`src/design/ddlmr_pkg.sv`:
```
// ----------------------------------------------------------------------------
// ddlmr_pkg: shared types, constants and font for the LED matrix row core
// Holds the default digit count, the glyph height, the queue status and item
// flag structs, the front state encoding and the 8x8 digit font.
// ----------------------------------------------------------------------------
`default_nettype none

package ddlmr_pkg;

	localparam int NUM_DIGITS_DEF = 4;
	localparam int GLYPH_ROWS     = 8;
	localparam int ROW_W          = 3;
	localparam int DEV_OUT_W      = 2;
	localparam int TEMP_W         = 17;
	localparam int DIGIT_W        = 4;
	localparam int PATTERN_W      = 8;

	// Reciprocal of ten scaled by 2^20, rounded down.
	localparam int RECIP_SHIFT    = 20;
	localparam logic [TEMP_W-1:0] RECIP_TEN = 17'd104857;

	typedef struct packed {
		logic tenths;   // point on device 1 rather than device 0
		logic clip;
	} item_flags_t;

	typedef struct packed {
		logic empty;
		logic full;
	} queue_status_t;

	typedef enum logic [1:0] {
		FS_IDLE,
		FS_CLASS,
		FS_DIGIT,
		FS_PUSH
	} front_state_t;

	function automatic longint unsigned pow10(input int n);
		longint unsigned acc;
		acc = 64'd1;
		for (int i = 0; i < n; i++) begin
			acc = acc * 64'd10;
		end
		return acc;
	endfunction

	function automatic logic [PATTERN_W-1:0] font_row(input logic [DIGIT_W-1:0] digit,
		input logic [ROW_W-1:0] row);
		logic [8*PATTERN_W-1:0] glyph;
		case (digit)
			4'd0: glyph = 64'h78CC_DCFC_ECCC_7800;
			4'd1: glyph = 64'h3070_3030_3030_FC00;
			4'd2: glyph = 64'h78CC_0C38_60CC_FC00;
			4'd3: glyph = 64'h78CC_0C38_0CCC_7800;
			4'd4: glyph = 64'h1C3C_6CCC_FE0C_1E00;
			4'd5: glyph = 64'hFCC0_F80C_0CCC_7800;
			4'd6: glyph = 64'h3860_C0F8_CCCC_7800;
			4'd7: glyph = 64'hFCCC_0C18_3030_3000;
			4'd8: glyph = 64'h78CC_CC78_CCCC_7800;
			4'd9: glyph = 64'h78CC_CC7C_0C18_7000;
			default: glyph = '0;
		endcase
		// Row 0 sits in the top byte.
		return glyph[(7 - row) * PATTERN_W +: PATTERN_W];
	endfunction

endpackage

`default_nettype wire

```
`src/design/ddlmr_queue.sv`:
```
// ----------------------------------------------------------------------------
// ddlmr_queue: two-entry queue between the converter and the row sequencer
// Holds converted items so that a new value can be converted while the
// previous one is still being written out.
// ----------------------------------------------------------------------------
`default_nettype none

module ddlmr_queue #(
	parameter int DATA_W = 18
) (
	input  logic                    clk,
	input  logic                    arst_n,
	input  logic                    push,
	input  logic [DATA_W-1:0]       push_data,
	input  logic                    pop,
	output logic [DATA_W-1:0]       pop_data,
	output ddlmr_pkg::queue_status_t status
);

	logic [DATA_W-1:0] entry_q [2];
	logic              wr_ptr_q;
	logic              rd_ptr_q;
	logic [1:0]        count_q;
	logic              do_push;
	logic              do_pop;

	assign status.empty = (count_q == 2'd0);
	assign status.full  = (count_q == 2'd2);
	assign do_push      = push && !status.full;
	assign do_pop       = pop && !status.empty;
	assign pop_data     = entry_q[rd_ptr_q];

	always_ff @(posedge clk or negedge arst_n) begin
		if (!arst_n) begin
			wr_ptr_q <= 1'b0;
			rd_ptr_q <= 1'b0;
			count_q  <= 2'd0;
		end else begin
			if (do_push) begin
				wr_ptr_q <= ~wr_ptr_q;
			end
			if (do_pop) begin
				rd_ptr_q <= ~rd_ptr_q;
			end
			if (do_push && !do_pop) begin
				count_q <= count_q + 2'd1;
			end else if (do_pop && !do_push) begin
				count_q <= count_q - 2'd1;
			end
		end
	end

	always_ff @(posedge clk) begin
		if (do_push) begin
			entry_q[wr_ptr_q] <= push_data;
		end
	end

endmodule

`default_nettype wire

```
`config.mk`:
```
export PLATFORM = sky130hd
export DESIGN_NAME = ddlmr_queue
export DESIGN_NICKNAME = d
export VERILOG_FILES = /design/src/design/ddlmr_pkg.sv /design/src/design/ddlmr_queue.sv
export SDC_FILE = /design/constraint.sdc
export NUM_CORES = 1
export LEC_CHECK = 0
export BUFFER_PORTS_ARGS = -buffer_cell sky130_fd_sc_hd__clkbuf_2
export CAP_MARGIN = 20
export CORE_MARGIN = 10
export CORE_UTILIZATION = 45
export DETAILED_ROUTE_END_ITERATION = 10
export GPL_TIMING_DRIVEN = 0
export PLACE_DENSITY = 0.73
export REMOVE_ABC_BUFFERS = 1
export SLEW_MARGIN = 0
export SYNTH_ARGS = -nofsm -noshare
export SYNTH_HDL_FRONTEND = slang
export SYNTH_SLANG_ARGS = --single-unit
```
`constraint.sdc`:
```
create_clock -name clk -period 1.9 [get_ports clk]
set_input_delay 0.38 -clock clk [delete_from_list [all_inputs] [get_ports clk]]
set_output_delay 0.38 -clock clk [all_outputs]
set_load 0.02 [all_outputs]
```
# ---- After elaboration in Yosys (flattened, before gate mapping)
# Memories as Yosys holds them, arrays and structs flattened.
# Cells that the tools add are included.
dict set report word_totals {
  reg_bits 4
  ramBits 36
  input_bits 22
  output_inout_bits 20
  wordCells 23
  memories 1
}
# name words word_bits rd rd_ports_with_merged_regs wr line_no
set memory_table {}
lappend memory_table {entry_q 2 18 1 0 1 ddlmr_queue.sv:20} ;# logic [DATA_W-1:0] entry_q [2];
dict set report classes {
  addsub 2
  n_eq_ne 1
  muxes 4
  bitwise_logic 2
  n_reduce_logical 10
}
# op n
set op_table {}
lappend op_table {{$logic_and A1 B1 Y1} 4}
lappend op_table {{$logic_not A1 Y1} 4}
lappend op_table {{$mux W2} 2}
lappend op_table {{$add A2 B1 Y2 const B} 1}
lappend op_table {{$eq A2 B2 Y1 const B} 1}
lappend op_table {{$logic_not A2 Y1} 1}
lappend op_table {{$mux W1} 2}
lappend op_table {{$not A1 Y1} 2}
lappend op_table {{$reduce_bool A2 Y1} 1}
lappend op_table {{$sub A2 B1 Y2 const B} 1}

# ---- Logic depth before layout (Yosys ltp)
dict set report logic_depth {
  word_depth 7
  depth_mapped 7
  ltp_nobuf 7
}

# ---- Least setup slack after synthesis
# OpenSTA, ideal clock, no wires.
dict set report synth_path {
  kind {flip-flop to flip-flop}
  from {reg count_q[0]}
  to {mem entry_q[0][0] (enable)}
  t_arrival_ns 1.426
  required_time_ns 1.508
  setup_slack_ns 0.082
  path_stages_with_launch 4
  path_buffers 0
  period_less_slack_ns 1.818
  path_cell_list {dfrtp_1 > nand2b_1 > nand2_1 > nor2_1}
}
dict set report synth_via {
  elab_chain_len 5
}
# item line_no
set synth_rtl {}
lappend synth_rtl {{from (decl)} ddlmr_queue.sv:23} ;# logic [1:0] count_q;
lappend synth_rtl {{from (signal assigned)} ddlmr_queue.sv:46} ;# count_q <= count_q + 2'd1;
lappend synth_rtl {{from (signal assigned)} ddlmr_queue.sv:48} ;# count_q <= count_q - 2'd1;
lappend synth_rtl {{$eq A2 B2 Y1} ddlmr_queue.sv:28} ;# assign status.full = (count_q == 2'd2);
lappend synth_rtl {{$logic_not A1 Y1} ddlmr_queue.sv:29} ;# assign do_push = push && !status.full;
lappend synth_rtl {{$logic_and A1 B1 Y1} ddlmr_queue.sv:29}
lappend synth_rtl {{$mux W1} ddlmr_queue.sv:54} ;# if (do_push) begin
lappend synth_rtl {{$mux W1 (not written as such)} ddlmr_queue.sv:55} ;# entry_q[wr_ptr_q] <= push_data;
lappend synth_rtl {{to (decl)} ddlmr_queue.sv:20}
# Every way passes these cells.

# ---- Worst setup path after layout
dict set report layout_path {
  from {reg rd_ptr_q}
  to {out pop_data[11]}
}
dict set report layout_via {
  elab_chain_len 1
}
# item line_no
set layout_rtl {}
lappend layout_rtl {{from (decl)} ddlmr_queue.sv:22} ;# logic rd_ptr_q;
lappend layout_rtl {{from (signal assigned)} ddlmr_queue.sv:43} ;# rd_ptr_q <= ~rd_ptr_q;
lappend layout_rtl {{$mem_v2 Z2 W18} -}
lappend layout_rtl {{to (decl)} ddlmr_queue.sv:16} ;# output logic [DATA_W-1:0] pop_data,
# Every way passes these cells.

==> flow_summary.toml <==
[floorplan]
initial_core_util = 0.4631
dieArea_um2 = 6178
io_pins = 42
core_region_area_um2 = 3337
dieWidth_um = 78.60
placementRows = 21
die_h_um = 78.60

[sta]
slew_headroom = 0.4425
slew_viol_final = 0
clock_skew_ns = 0.004427
finalCritPeriodShare = 0.9722
period_minus_slack_ns = 1.847
setup_viol = 0
final.setup.worst_slack_ns = 0.05285
finalHoldViolCount = 0
tns_ns = 0
worstMarginPinSlew_ns = 0.8362
max_freq_ghz = 0.5414

[global_route]
grt_max_degree = 20
grt_usage = 0.08843
antenna_found_initial = 0
grt_pass1_vias = 885
grt_overflow_total = 0
grt_pass1_wl_mm = 4.195

[route]
drtAntennaViolNets = 0
vias_per_cell = 4.702
drc = 0
routed_wirelength_mm = 2.621
drt-wirelength-per-cell_um = 15.33
routed.top_layer = "met4"
wl_met2_mm = 1.414
first_pass_iters = 4
wl_met3_um = 199
wl_met1_um = 961
drt_iter0_markers = 42
vias = 804

[synth]
synth_top_area_frac = 0.6996
synth_edf_count = 36
async_reset_ff_frac = 0.1000
synth_ff_type = "edfxtp_1"
synth_cell_type_count = 15
syn_area_um2 = 1545
synth_top_cell_by_area = "edfxtp_1"
synth_area_per_cell_um2 = 20.60
yosys-top-cells-area = "edfxtp_1 (70%), mux2_4 (8.7%), mux2_2 (6.6%)"
synth-seq-area-share = 0.7644
synthCells = 75
ys.warnings.count = 0
synth_seq_cells = 40

[finish]
diodes = 0
syn_to_final_growth_pct = 22.59
fillers = 293
drive_gt1_frac = 0.5600
nets = 148
instances_no_fill = 171

[placement]
dp.cells = 160
pre_cts_ws_ns = -0.05885
dp_hpwl_mm = 1.875
gp_congestion = 0.6693
numPortBuffers = 41

[clock_tree]
h-tree-depth = 2
clock_latency_ns = 0.33
cts_buffers = 5
cts_sinks = 40
ctsLongestPathBuffers = 2
cts-root-buf = "clkbuf_4"
cts_tree = "yes"
path_clk_slew_ns = 0.10

[critical_path]
required_ns = 1.52
cp_data_arrival_time_ns = 1.47
worst_setup_path_end_kind = "output pin"
crit_type = "register to output pin"
path_max_fanout = 9
crit_path_start_kind = "register"

[outcome]
status = "finished clean"

[power_and_ir_drop]
ir_drop_uv = 710.4
power.density_nw_per_um2 = 1526
p_leak_nw = 0.7736
power_mw = 2.892

[job]
drv_cap = 0

[min_path]
worstHoldPathType = "input port to register"
[routing by layer]
layer,track usage,vias to the layer above
met1,0.08368,387
met5,0,-
met4,0.04301,0
met3,0.04670,7
li1,-,379
met2,0.1538,31
[report_power, final]
group | internal (mW) | switching (mW) | leakage (nW)
logic | 0.555 | 0.639 | 0.365
registers | 1.22 | 0.109 | 0.380
clock network | 0.136 | 0.229 | 0.0281
total | 1.91 | 0.978 | 0.774
[cell usage in the layout, fill, tap and decap left out]
cell type / count
mux2_4: 9
nor2_1: 2
clkbuf_4: 5
inv_1: 2
o21ai_1: 1
xnor2_1: 3
buf_12: 2
xor2_1: 2
nor2_4: 1
buf_4: 2
edfxtp_1: 36
dlygate4sd3_1: 1
nand2_1: 1
ha_1: 1
clkinv_2: 1
nand2b_1: 1
dfrtp_1: 3
mux2_2: 9
clkbuf_1: 1
dfrtp_4: 1
clkbuf_2: 40
and3_1: 1
[repair_timing]
item	in CTS	in global routing
hold buffers	1	0
resized for setup	2	5
pin swaps	0	0
setup buffers	0	3
setup endpoints to repair	18	36
endpoints found under the hold margin	4	0
[synth_stat cells (2+ instances only)]
master    instances
xnor2_1           3
mux2_4            9
inv_1             2
nor2_1            3
xor2_1            2
edfxtp_1         36
dfrtp_1           4
mux2_2            9
[area by class of cell]
cell class | count | area [um^2] | share of cell area
Multi-Input combinational cell | 31 | 332.8 | 0.1757
Tap cell | 46 | 57.56 | 0.03038
Clock buffer | 6 | 41.29 | 0.02180
Timing Repair Buffer | 45 | 265.3 | 0.1400
Sequential cell | 40 | 1185 | 0.6255
Clock inverter | 1 | 5.005 | 0.002642
Inverter | 2 | 7.507 | 0.003963
[flip-flops by register name, indices dropped and copies added, names as in the netlist]
signal / flops
count_q: 2
rd_ptr_q: 1
wr_ptr_q: 1
entry_q: 36
[worst paths after layout]
check | cells past startpoint | slack, ns | end | startpoint
max in group asynchronous | 2 | 1.36 | rd_ptr_q$_DFFE_PN0P_ | arst_n
min in group asynchronous | 2 | 0.39 | count_q[0]$_DFFE_PN0P_ | arst_n
worst min register to register | 1 | 0.56 | count_q[1]$_DFFE_PN0P_ | count_q[1]$_DFFE_PN0P_
worst max-delay path | 3 | 0.05 | pop_data[11] | rd_ptr_q$_DFFE_PN0P_
worst min-delay path | 1 | 0.24 | entry_q[0][12]$_DFFE_PP_ | push_data[12]
worst max register to register | 2 | 0.20 | entry_q[1][7]$_DFFE_PP_ | count_q[0]$_DFFE_PN0P_
[cell families after synthesis]
logic type               count (synthesis)  synth area share
flip-flops                              40            0.7644
multiplexers                            18            0.1530
AND/OR/NAND/NOR                          6           0.01782
XOR/XNOR                                 5           0.02835
buffers and inverters                    4           0.02510
AO/OA/AOI/OAI                            1          0.003236
adder cells (fa/ha/maj)                  1          0.008096
[through the flow]
| step | hold WS [ns] | util | cell area [um^2] |
|---|---|---|---|
| 6_report | 0.2353 | 0.5677 | 1894 |
| 5_1_grt | 0.2012 | 0.5677 | 1894 |
| 4_1_cts | 0.2097 | 0.5512 | 1839 |
| 3_5_place_dp | 0.1982 | 0.5332 | 1779 |
| 3_3_place_gp | 0.1898 | 0.5324 | 1777 |
| 2_1_floorplan | 0.08441 | - | 1514 |
[critical path: stages, from the launching register on]
cell and delay, ns:
dfrtp_4 0.53, buf_12 0.16, mux2_4 0.29, buf_4 0.16
(Power assumes the default switching activity.)
