`config.mk`:
```
export PLATFORM = sky130hd
export DESIGN_NAME = ddlmr_back
export DESIGN_NICKNAME = d
export VERILOG_FILES = /design/src/design/ddlmr_pkg.sv /design/src/design/ddlmr_back.sv
export SDC_FILE = /design/constraint.sdc
export NUM_CORES = 1
export LEC_CHECK = 0
export BUFFER_PORTS_ARGS = -buffer_cell sky130_fd_sc_hd__buf_2
export CAP_MARGIN = 20
export CORE_MARGIN = 8
export CORE_UTILIZATION = 51
export CTS_BUF_LIST = sky130_fd_sc_hd__clkbuf_16
export CTS_CLUSTER_SIZE = 10
export DETAILED_ROUTE_END_ITERATION = 6
export PLACE_DENSITY = 0.86
export REMOVE_ABC_BUFFERS = 1
export SLEW_MARGIN = 0
export SYNTH_ARGS = -nofsm -noshare
export SYNTH_HDL_FRONTEND = slang
export SYNTH_SLANG_ARGS = --single-unit
```
`constraint.sdc`:
```
create_clock -name clk -period 2.7 [get_ports clk]
set_input_delay 0.27 -clock clk [delete_from_list [all_inputs] [get_ports clk]]
set_output_delay 0.27 -clock clk [all_outputs]
set_load 0.1 [all_outputs]
```
`src/design/ddlmr_pkg.sv`:
```
// ----------------------------------------------------------------------------
// ddlmr_pkg: shared types, constants and font for the LED matrix row core
// Holds the default digit count, the glyph height, the queue status and item
// flag structs, the front state encoding and the 8x8 digit font.
// ----------------------------------------------------------------------------
`default_nettype none

package ddlmr_pkg;

	localparam int NUM_DIGITS_DEF = 4;
	localparam int GLYPH_ROWS     = 8;
	localparam int ROW_W          = 3;
	localparam int DEV_OUT_W      = 2;
	localparam int TEMP_W         = 17;
	localparam int DIGIT_W        = 4;
	localparam int PATTERN_W      = 8;

	// Reciprocal of ten scaled by 2^20, rounded down.
	localparam int RECIP_SHIFT    = 20;
	localparam logic [TEMP_W-1:0] RECIP_TEN = 17'd104857;

	typedef struct packed {
		logic tenths;   // point on device 1 rather than device 0
		logic clip;
	} item_flags_t;

	typedef struct packed {
		logic empty;
		logic full;
	} queue_status_t;

	typedef enum logic [1:0] {
		FS_IDLE,
		FS_CLASS,
		FS_DIGIT,
		FS_PUSH
	} front_state_t;

	function automatic longint unsigned pow10(input int n);
		longint unsigned acc;
		acc = 64'd1;
		for (int i = 0; i < n; i++) begin
			acc = acc * 64'd10;
		end
		return acc;
	endfunction

	function automatic logic [PATTERN_W-1:0] font_row(input logic [DIGIT_W-1:0] digit,
		input logic [ROW_W-1:0] row);
		logic [8*PATTERN_W-1:0] glyph;
		case (digit)
			4'd0: glyph = 64'h78CC_DCFC_ECCC_7800;
			4'd1: glyph = 64'h3070_3030_3030_FC00;
			4'd2: glyph = 64'h78CC_0C38_60CC_FC00;
			4'd3: glyph = 64'h78CC_0C38_0CCC_7800;
			4'd4: glyph = 64'h1C3C_6CCC_FE0C_1E00;
			4'd5: glyph = 64'hFCC0_F80C_0CCC_7800;
			4'd6: glyph = 64'h3860_C0F8_CCCC_7800;
			4'd7: glyph = 64'hFCCC_0C18_3030_3000;
			4'd8: glyph = 64'h78CC_CC78_CCCC_7800;
			4'd9: glyph = 64'h78CC_CC7C_0C18_7000;
			default: glyph = '0;
		endcase
		// Row 0 sits in the top byte.
		return glyph[(7 - row) * PATTERN_W +: PATTERN_W];
	endfunction

endpackage

`default_nettype wire

```
`src/design/ddlmr_back.sv`:
```
// ----------------------------------------------------------------------------
// ddlmr_back: row write sequencer
// Takes one converted item from the queue and writes its glyph rows, row by
// row and within a row from the leftmost device down, one beat per cycle.
// ----------------------------------------------------------------------------
`default_nettype none

module ddlmr_back #(
	parameter int NUM_DIGITS = ddlmr_pkg::NUM_DIGITS_DEF
) (
	input  logic                                      clk,
	input  logic                                      arst_n,
	input  ddlmr_pkg::queue_status_t                  queue_status,
	input  logic [NUM_DIGITS*ddlmr_pkg::DIGIT_W-1:0]  item_digits,
	input  ddlmr_pkg::item_flags_t                    item_flags,
	output logic                                      pop,
	output logic                                      strobe,
	output logic [ddlmr_pkg::DEV_OUT_W-1:0]           device_index,
	output logic [ddlmr_pkg::ROW_W-1:0]               row_index,
	output logic [ddlmr_pkg::PATTERN_W-1:0]           row_pattern,
	output logic                                      clipped,
	output logic                                      last_row
);

	localparam int DIGITS_W = NUM_DIGITS * ddlmr_pkg::DIGIT_W;
	localparam int DEV_W    = (NUM_DIGITS > 1) ? $clog2(NUM_DIGITS) : 1;
	localparam logic [ddlmr_pkg::ROW_W-1:0] LAST_ROW = ddlmr_pkg::ROW_W'(ddlmr_pkg::GLYPH_ROWS - 1);

	logic                   active_q;
	logic [ddlmr_pkg::ROW_W-1:0] row_q;
	logic [DEV_W-1:0]       dev_q;
	logic [DIGITS_W-1:0]    digits_q;
	ddlmr_pkg::item_flags_t flags_q;

	logic                   strobe_q;
	logic [ddlmr_pkg::DEV_OUT_W-1:0] device_q;
	logic [ddlmr_pkg::ROW_W-1:0]     row_out_q;
	logic [ddlmr_pkg::PATTERN_W-1:0] pattern_q;
	logic                   clipped_q;
	logic                   last_q;

	logic                   last_beat;
	logic [ddlmr_pkg::DIGIT_W-1:0]   cur_digit;
	logic                   point_here;
	logic [ddlmr_pkg::PATTERN_W-1:0] pattern_d;

	assign last_beat  = active_q && (row_q == LAST_ROW) && (dev_q == '0);
	assign pop        = (!active_q || last_beat) && !queue_status.empty;
	assign cur_digit  = digits_q[dev_q * ddlmr_pkg::DIGIT_W +: ddlmr_pkg::DIGIT_W];
	assign point_here = (row_q == LAST_ROW) && (dev_q == DEV_W'(flags_q.tenths));
	assign pattern_d  = ddlmr_pkg::font_row(cur_digit, row_q)
		| ddlmr_pkg::PATTERN_W'(point_here);

	always_ff @(posedge clk or negedge arst_n) begin
		if (!arst_n) begin
			active_q <= 1'b0;
			strobe_q <= 1'b0;
			row_q    <= '0;
			dev_q    <= '0;
		end else begin
			strobe_q <= active_q;
			if (pop) begin
				active_q <= 1'b1;
				row_q    <= '0;
				dev_q    <= DEV_W'(NUM_DIGITS - 1);
			end else if (last_beat) begin
				active_q <= 1'b0;
			end else if (active_q) begin
				if (dev_q == '0) begin
					dev_q <= DEV_W'(NUM_DIGITS - 1);
					row_q <= row_q + ddlmr_pkg::ROW_W'(1);
				end else begin
					dev_q <= dev_q - DEV_W'(1);
				end
			end
		end
	end

	always_ff @(posedge clk) begin
		if (pop) begin
			digits_q <= item_digits;
			flags_q  <= item_flags;
		end
		if (active_q) begin
			device_q  <= ddlmr_pkg::DEV_OUT_W'(dev_q);
			row_out_q <= row_q;
			pattern_q <= pattern_d;
			clipped_q <= flags_q.clip;
			last_q    <= last_beat;
		end
	end

	assign strobe       = strobe_q;
	assign device_index = device_q;
	assign row_index    = row_out_q;
	assign row_pattern  = pattern_q;
	assign clipped      = clipped_q;
	assign last_row     = last_q;

endmodule

`default_nettype wire

```
# Word-level counts from Yosys, hierarchy flattened
# Memory sizes are Yosys's and may differ from the RTL's.
# Cells that the tools add are included.
# W data, S select, Z words.
# classes
add_sub_neg,3
multipliers,0
div,0
magnitude_cmp,0
eq_ne,3
shift,2
mux,10
bitwise_logic,1
n_reduce_logical,13
# ops
op,n
$shiftx A64 B33 Y8,1
$shiftx A16 B5 Y4,1
$mux W3,4
$mux W2,4
$or A8 B1 Y8,1
$reduce_bool A2 Y1,3
$logic_and A1 B1 Y1,4
$sub A3 B3 Y4 const A,1
$add A3 B1 Y3 const B,1
$eq A3 B3 Y1 const B,1
$reduce_and A3 Y1,1
$eq A2 B1 Y1,1
$logic_not A1 Y1,2
$logic_not A2 Y1,1
$mux W1,2
$ne A2 B2 Y1 const B,1
$reduce_and A2 Y1,1
$sub A2 B1 Y2 const B,1
$logic_or A1 B1 Y1,1
# totals
regBits,40
latch_bits,0
ramBits,0
mem_bits_ro,704
inputBits,22
out_inout_bits,17
elab_cells,45
n_memories,1
# mem_list
name,depth,width,read_ports,rd_clocked_by_memory_dff,write_ports,line,source
(no name shown),16,44,1,0,0,ddlmr_pkg.sv:51,case (digit)

# Depth between registers and ports, before layout
# logic_depth
depth_word,7
ltp_mapped,10
mapped_depth_nobuf,8

# Least setup slack after synthesis
# No wires, ideal clock.
# synth_path
path_type,register to register
startpoint,reg dev_q[0]
endpoint,"reg digits_q[0], enable pin"
setup_ps,452
arrival_ps,3064
path_slack_ps,-816
stages_incl_launch_ff,7
path_buffers,1
cell_sequence,dfrtp_1 -> buf_6 -> inv_1 -> ha_1 -> and3_1 -> nor2b_1 -> nor2_1
# synth_via
elab_chain_cells,4
# synth_rtl
item,line,source
from (decl),ddlmr_back.sv:31,logic [DEV_W-1:0] dev_q;
from (signal assigned),ddlmr_back.sv:65,dev_q <= DEV_W'(NUM_DIGITS - 1);
from (signal assigned),ddlmr_back.sv:70,dev_q <= DEV_W'(NUM_DIGITS - 1);
from (signal assigned),ddlmr_back.sv:73,dev_q <= dev_q - DEV_W'(1);
$logic_not A2 Y1,ddlmr_back.sv:47,assign last_beat = active_q && (row_q == LAST_ROW) && (dev_q == '0);
$logic_and A1 B1 Y1,ddlmr_back.sv:47,
named net last_beat,ddlmr_back.sv:42,logic last_beat;
$logic_or A1 B1 Y1,ddlmr_back.sv:48,assign pop = (!active_q || last_beat) && !queue_status.empty;
$logic_and A1 B1 Y1,ddlmr_back.sv:48,
named net pop,ddlmr_back.sv:16,"output logic pop,"
to (signal assigned),ddlmr_back.sv:81,digits_q <= item_digits;
to (decl),ddlmr_back.sv:32,logic [DIGITS_W-1:0] digits_q;
# The timed path passes the listed nets, and every way through them passes these cells.
# A chain may end at the register's enable or synchronous reset.

# Final worst setup path
# layout_path
startpoint,reg dev_q[0]
endpoint,"reg pattern_q, in the netlist row_pattern[6] (data pin)"
# layout_via
elab_chain_cells,4
# layout_rtl
item,line,source
$shiftx A16 B5 Y4,ddlmr_back.sv:49,assign cur_digit = digits_q[dev_q * ddlmr_pkg::DIGIT_W +: ddlmr_pkg::DIGIT_W];
$mem_v2 Z16 W44,n/a,
$shiftx A64 B33 Y8,ddlmr_pkg.sv:65,return glyph[(7 - row) * PATTERN_W +: PATTERN_W];
$or A8 B1 Y8,ddlmr_back.sv:52,| ddlmr_pkg::PATTERN_W'(point_here);
"named net pattern_d, one bit",ddlmr_back.sv:45,logic [ddlmr_pkg::PATTERN_W-1:0] pattern_d;
to (signal assigned),ddlmr_back.sv:87,pattern_q <= pattern_d;
to (decl),ddlmr_back.sv:38,logic [ddlmr_pkg::PATTERN_W-1:0] pattern_q;
# The timed path passes the listed nets, and every way through them passes these cells.

==> metrics.md <==
| Metric | Value |
|---|---|
| Mapped Cells | 207 |
| Crit share post-route | 0.955 |
| FMAX | 388 MHz |
| Async set or reset register ratio after synthesis | 0.175 |
| Initial drt markers | 234 |
| Crit path max fanout | 11 |
| Clock root cell | clkbuf_16 |
| Wire length per cell | 16.9 um |
| Max-slew headroom | 0.675 |
| Max Buffers Root-to-Sink | 2 |
| Seq/Total Area, Yosys | 0.490 |
| Overall global routing resource usage | 0.152 |
| Final worst slack | 0.122 ns |
| Post-CTS Setup Repair Bufs | 0 |
| Post-Syn Area | 0.00238 mm^2 |
| CP max stage delay | 0.66 ns |
| WP data arrival | 2.68 ns |
| Routed Antenna Nets | 0 |
| R2r setup slk | 0.12 ns |
| Worst Hold Class | input pin to flop |
| Drc violations | 0 |
| Antenna Diode Count | 0 |
| IO Port Bufs | 37 |
| Status | complete, no violations |
| Vert. Die Dim | 84.3 um |
| Hold Fails Final Rpt | 0 |
| Gpl congestion | 0.922 |
| Clock slew at reported path FFs | 0.06 ns |
| Worst-path cell chain | buf_4, mux4_2, or2_4, o31ai_1, o22ai_1, o221ai_1 |
| Number of synthesized register bits | 40 |
| # IOs | 39 |
| R2R depth | 6 |
| DR vias/cell | 5.98 |
| Syn Area/Cell | 11.5 um^2 |
| Setup Slack @ Placement | 0.147 ns |
| Final setup violation count | 0 |
| Total of max-cap violations | 0 |
| Crit start category | flop |
| Rows | 25 |
| Fin crit period | 2.58 ns |
| Slew Viols, Final | 0 |
| Die width | 84.3 um |
| Dpl hpwl | 3970 um |
| Worst-Skew Late Latency | 0.28 ns |
| Global-route wire length before repair | 8790 um |
| Ys flop type | edfxtp_1 |
| Number of buffers created by CTS | 5 |
| Most common cell after layout, fill and taps aside | buf_2 |
| Share of cells above drive strength 1 | 0.305 |
| Most frequent cells in the layout | buf_2 (36), edfxtp_1 (33), buf_4 (22), inv_1 (14), o21ai_0 (13) |
| Hold depth | 1 |
| Hold_sp | item_digits[15] |
| Crit path capture type | flop |
| Synthesis Warnings | 0 |
| Core area | 0.00460 mm^2 |
| Crit-path slowest cell | mux4_2 |
| Routed via count | 1,890 |
| Clock Skew | 0.00469 ns |
| Largest net degree at the start of global routing | 20 |
| CP delay by family, top | compound AO/OA/AOI/OAI gates |
| Critical path buffers and inverters | 1 |
| Nets | 294 |
| Dpl cell area | 0.00275 mm^2 |
| Count of cell types in the netlist | 55 |
| Hold EP | digits_q[15] |
| Router iterations before antenna repair | 4 |
| CTS tree | done |
| Critical R2R Launch | dev_q[0] |
| # fillers | 360 |
| RSZ-0062 raised after global routing | false |
| Initial antenna violation count | 0 |
| Finished Cell Area | 0.00290 mm^2 |
| Number of synthesized flops with an enable pin | 33 |
| DIE AREA | 0.00711 mm^2 |
| CP Class | flop to flop |
| H-tree depth | 2 |
| Grt total ovfl | 0 |
| Area growth, synth to finish | 21.9% |
| Worst-margin pin slew | 0.490 ns |
| Routed WL | 5350 um |
| Number of global-route vias before repair | 1,854 |
| Req. time, crit path | 2.80 ns |
| Clock Sinks | 40 |
| Initial Util | 0.518 |
| Reg2reg end | row_pattern[6] |
[flip-flops by register name, summed over array words and instances, names as in the netlist, 2 cells and up]
signal,cells
row_q,3
row_index,3
row_pattern,8
flags_q,2
device_index,2
dev_q,2
digits_q,16
[synthesized netlist by cell type (5+ instances only)]
| library cell | n | area (um^2) |
|---|---|---|
| edfxtp_1 | 33 | 991 |
| o21ai_0 | 13 | 65.1 |
| inv_1 | 12 | 45.0 |
| a21oi_1 | 11 | 55.1 |
| ha_1 | 11 | 138 |
| nand2_1 | 11 | 41.3 |
| nor2_1 | 11 | 41.3 |
| mux2i_1 | 10 | 100 |
| dfrtp_1 | 7 | 175 |
| clkbuf_1 | 6 | 22.5 |
| a22o_1 | 5 | 43.8 |
| a31oi_1 | 5 | 31.3 |
[per-layer routing]
| metal | wire length, um | GRT usage | vias to the layer above | share of wire |
|---|---|---|---|---|
| met4 | 54 | 0.0455 | 0 | 0.010 |
| li1 | - | - | 907 | - |
| met3 | 512 | 0.0494 | 6 | 0.096 |
| met1 | 2270 | 0.189 | 875 | 0.42 |
| met2 | 2510 | 0.243 | 102 | 0.47 |
| met5 | 0 | 0 | - | 0 |
[kinds of logic (layout without fill, tap and decap cells)]
group           Yosys count  in the layout  synth area share
compound gates           64             64             0.199
simple gates             49             49             0.107
fa+ha+maj                11             11            0.0578
buf+inv                  26             81            0.0541
xor+xnor                  1              1           0.00368
flops                    40             40             0.490
mux                      16             16            0.0893
[stage by stage]
stage               hold WS (ns)  instances   util  TNS, ns
global route               0.155        316  0.631        0
finish                     0.160        316  0.631        0
CTS                        0.156        316  0.631        0
detailed placement         0.112        307  0.598        0
floorplan                -0.0256        193      -   -18.98
global placement           0.111        307  0.598        0
[worst max path at each step]
| stage | from | endpoint | slack (ns) | cells after the start |
|---|---|---|---|---|
| after global placement | dev_q[0] | row_pattern[7] | 0.18 | 8 |
| after global routing | dev_q[0] | row_pattern[6] | 0.03 | 8 |
| after floorplan | row_q[0] | digits_q[0] | -0.99 | 5 |
| after detailed placement | dev_q[0] | row_pattern[6] | 0.15 | 8 |
| final | dev_q[0] | row_pattern[6] | 0.12 | 6 |
| after CTS | dev_q[0] | row_pattern[6] | 0.13 | 8 |
[layout make-up]
type                            count  area (um^2)  area share
Sequential cell                    40         1170       0.402
Inverter                           12         45.0      0.0155
Clock inverter                      3         16.3     0.00561
Timing Repair Buffer               61          395       0.136
Clock buffer                        5          125      0.0431
Tap cell                           54         67.6      0.0233
Multi-Input combinational cell    141         1090       0.374
[timing repair]
action                                 CTS  global route
gates resized for setup                  0             0
endpoints found under the hold margin    7             0
hold buffers                             1             0
Power is not shown: default switching activity piles up to over one toggle a cycle in this logic, so the estimate is an artifact.
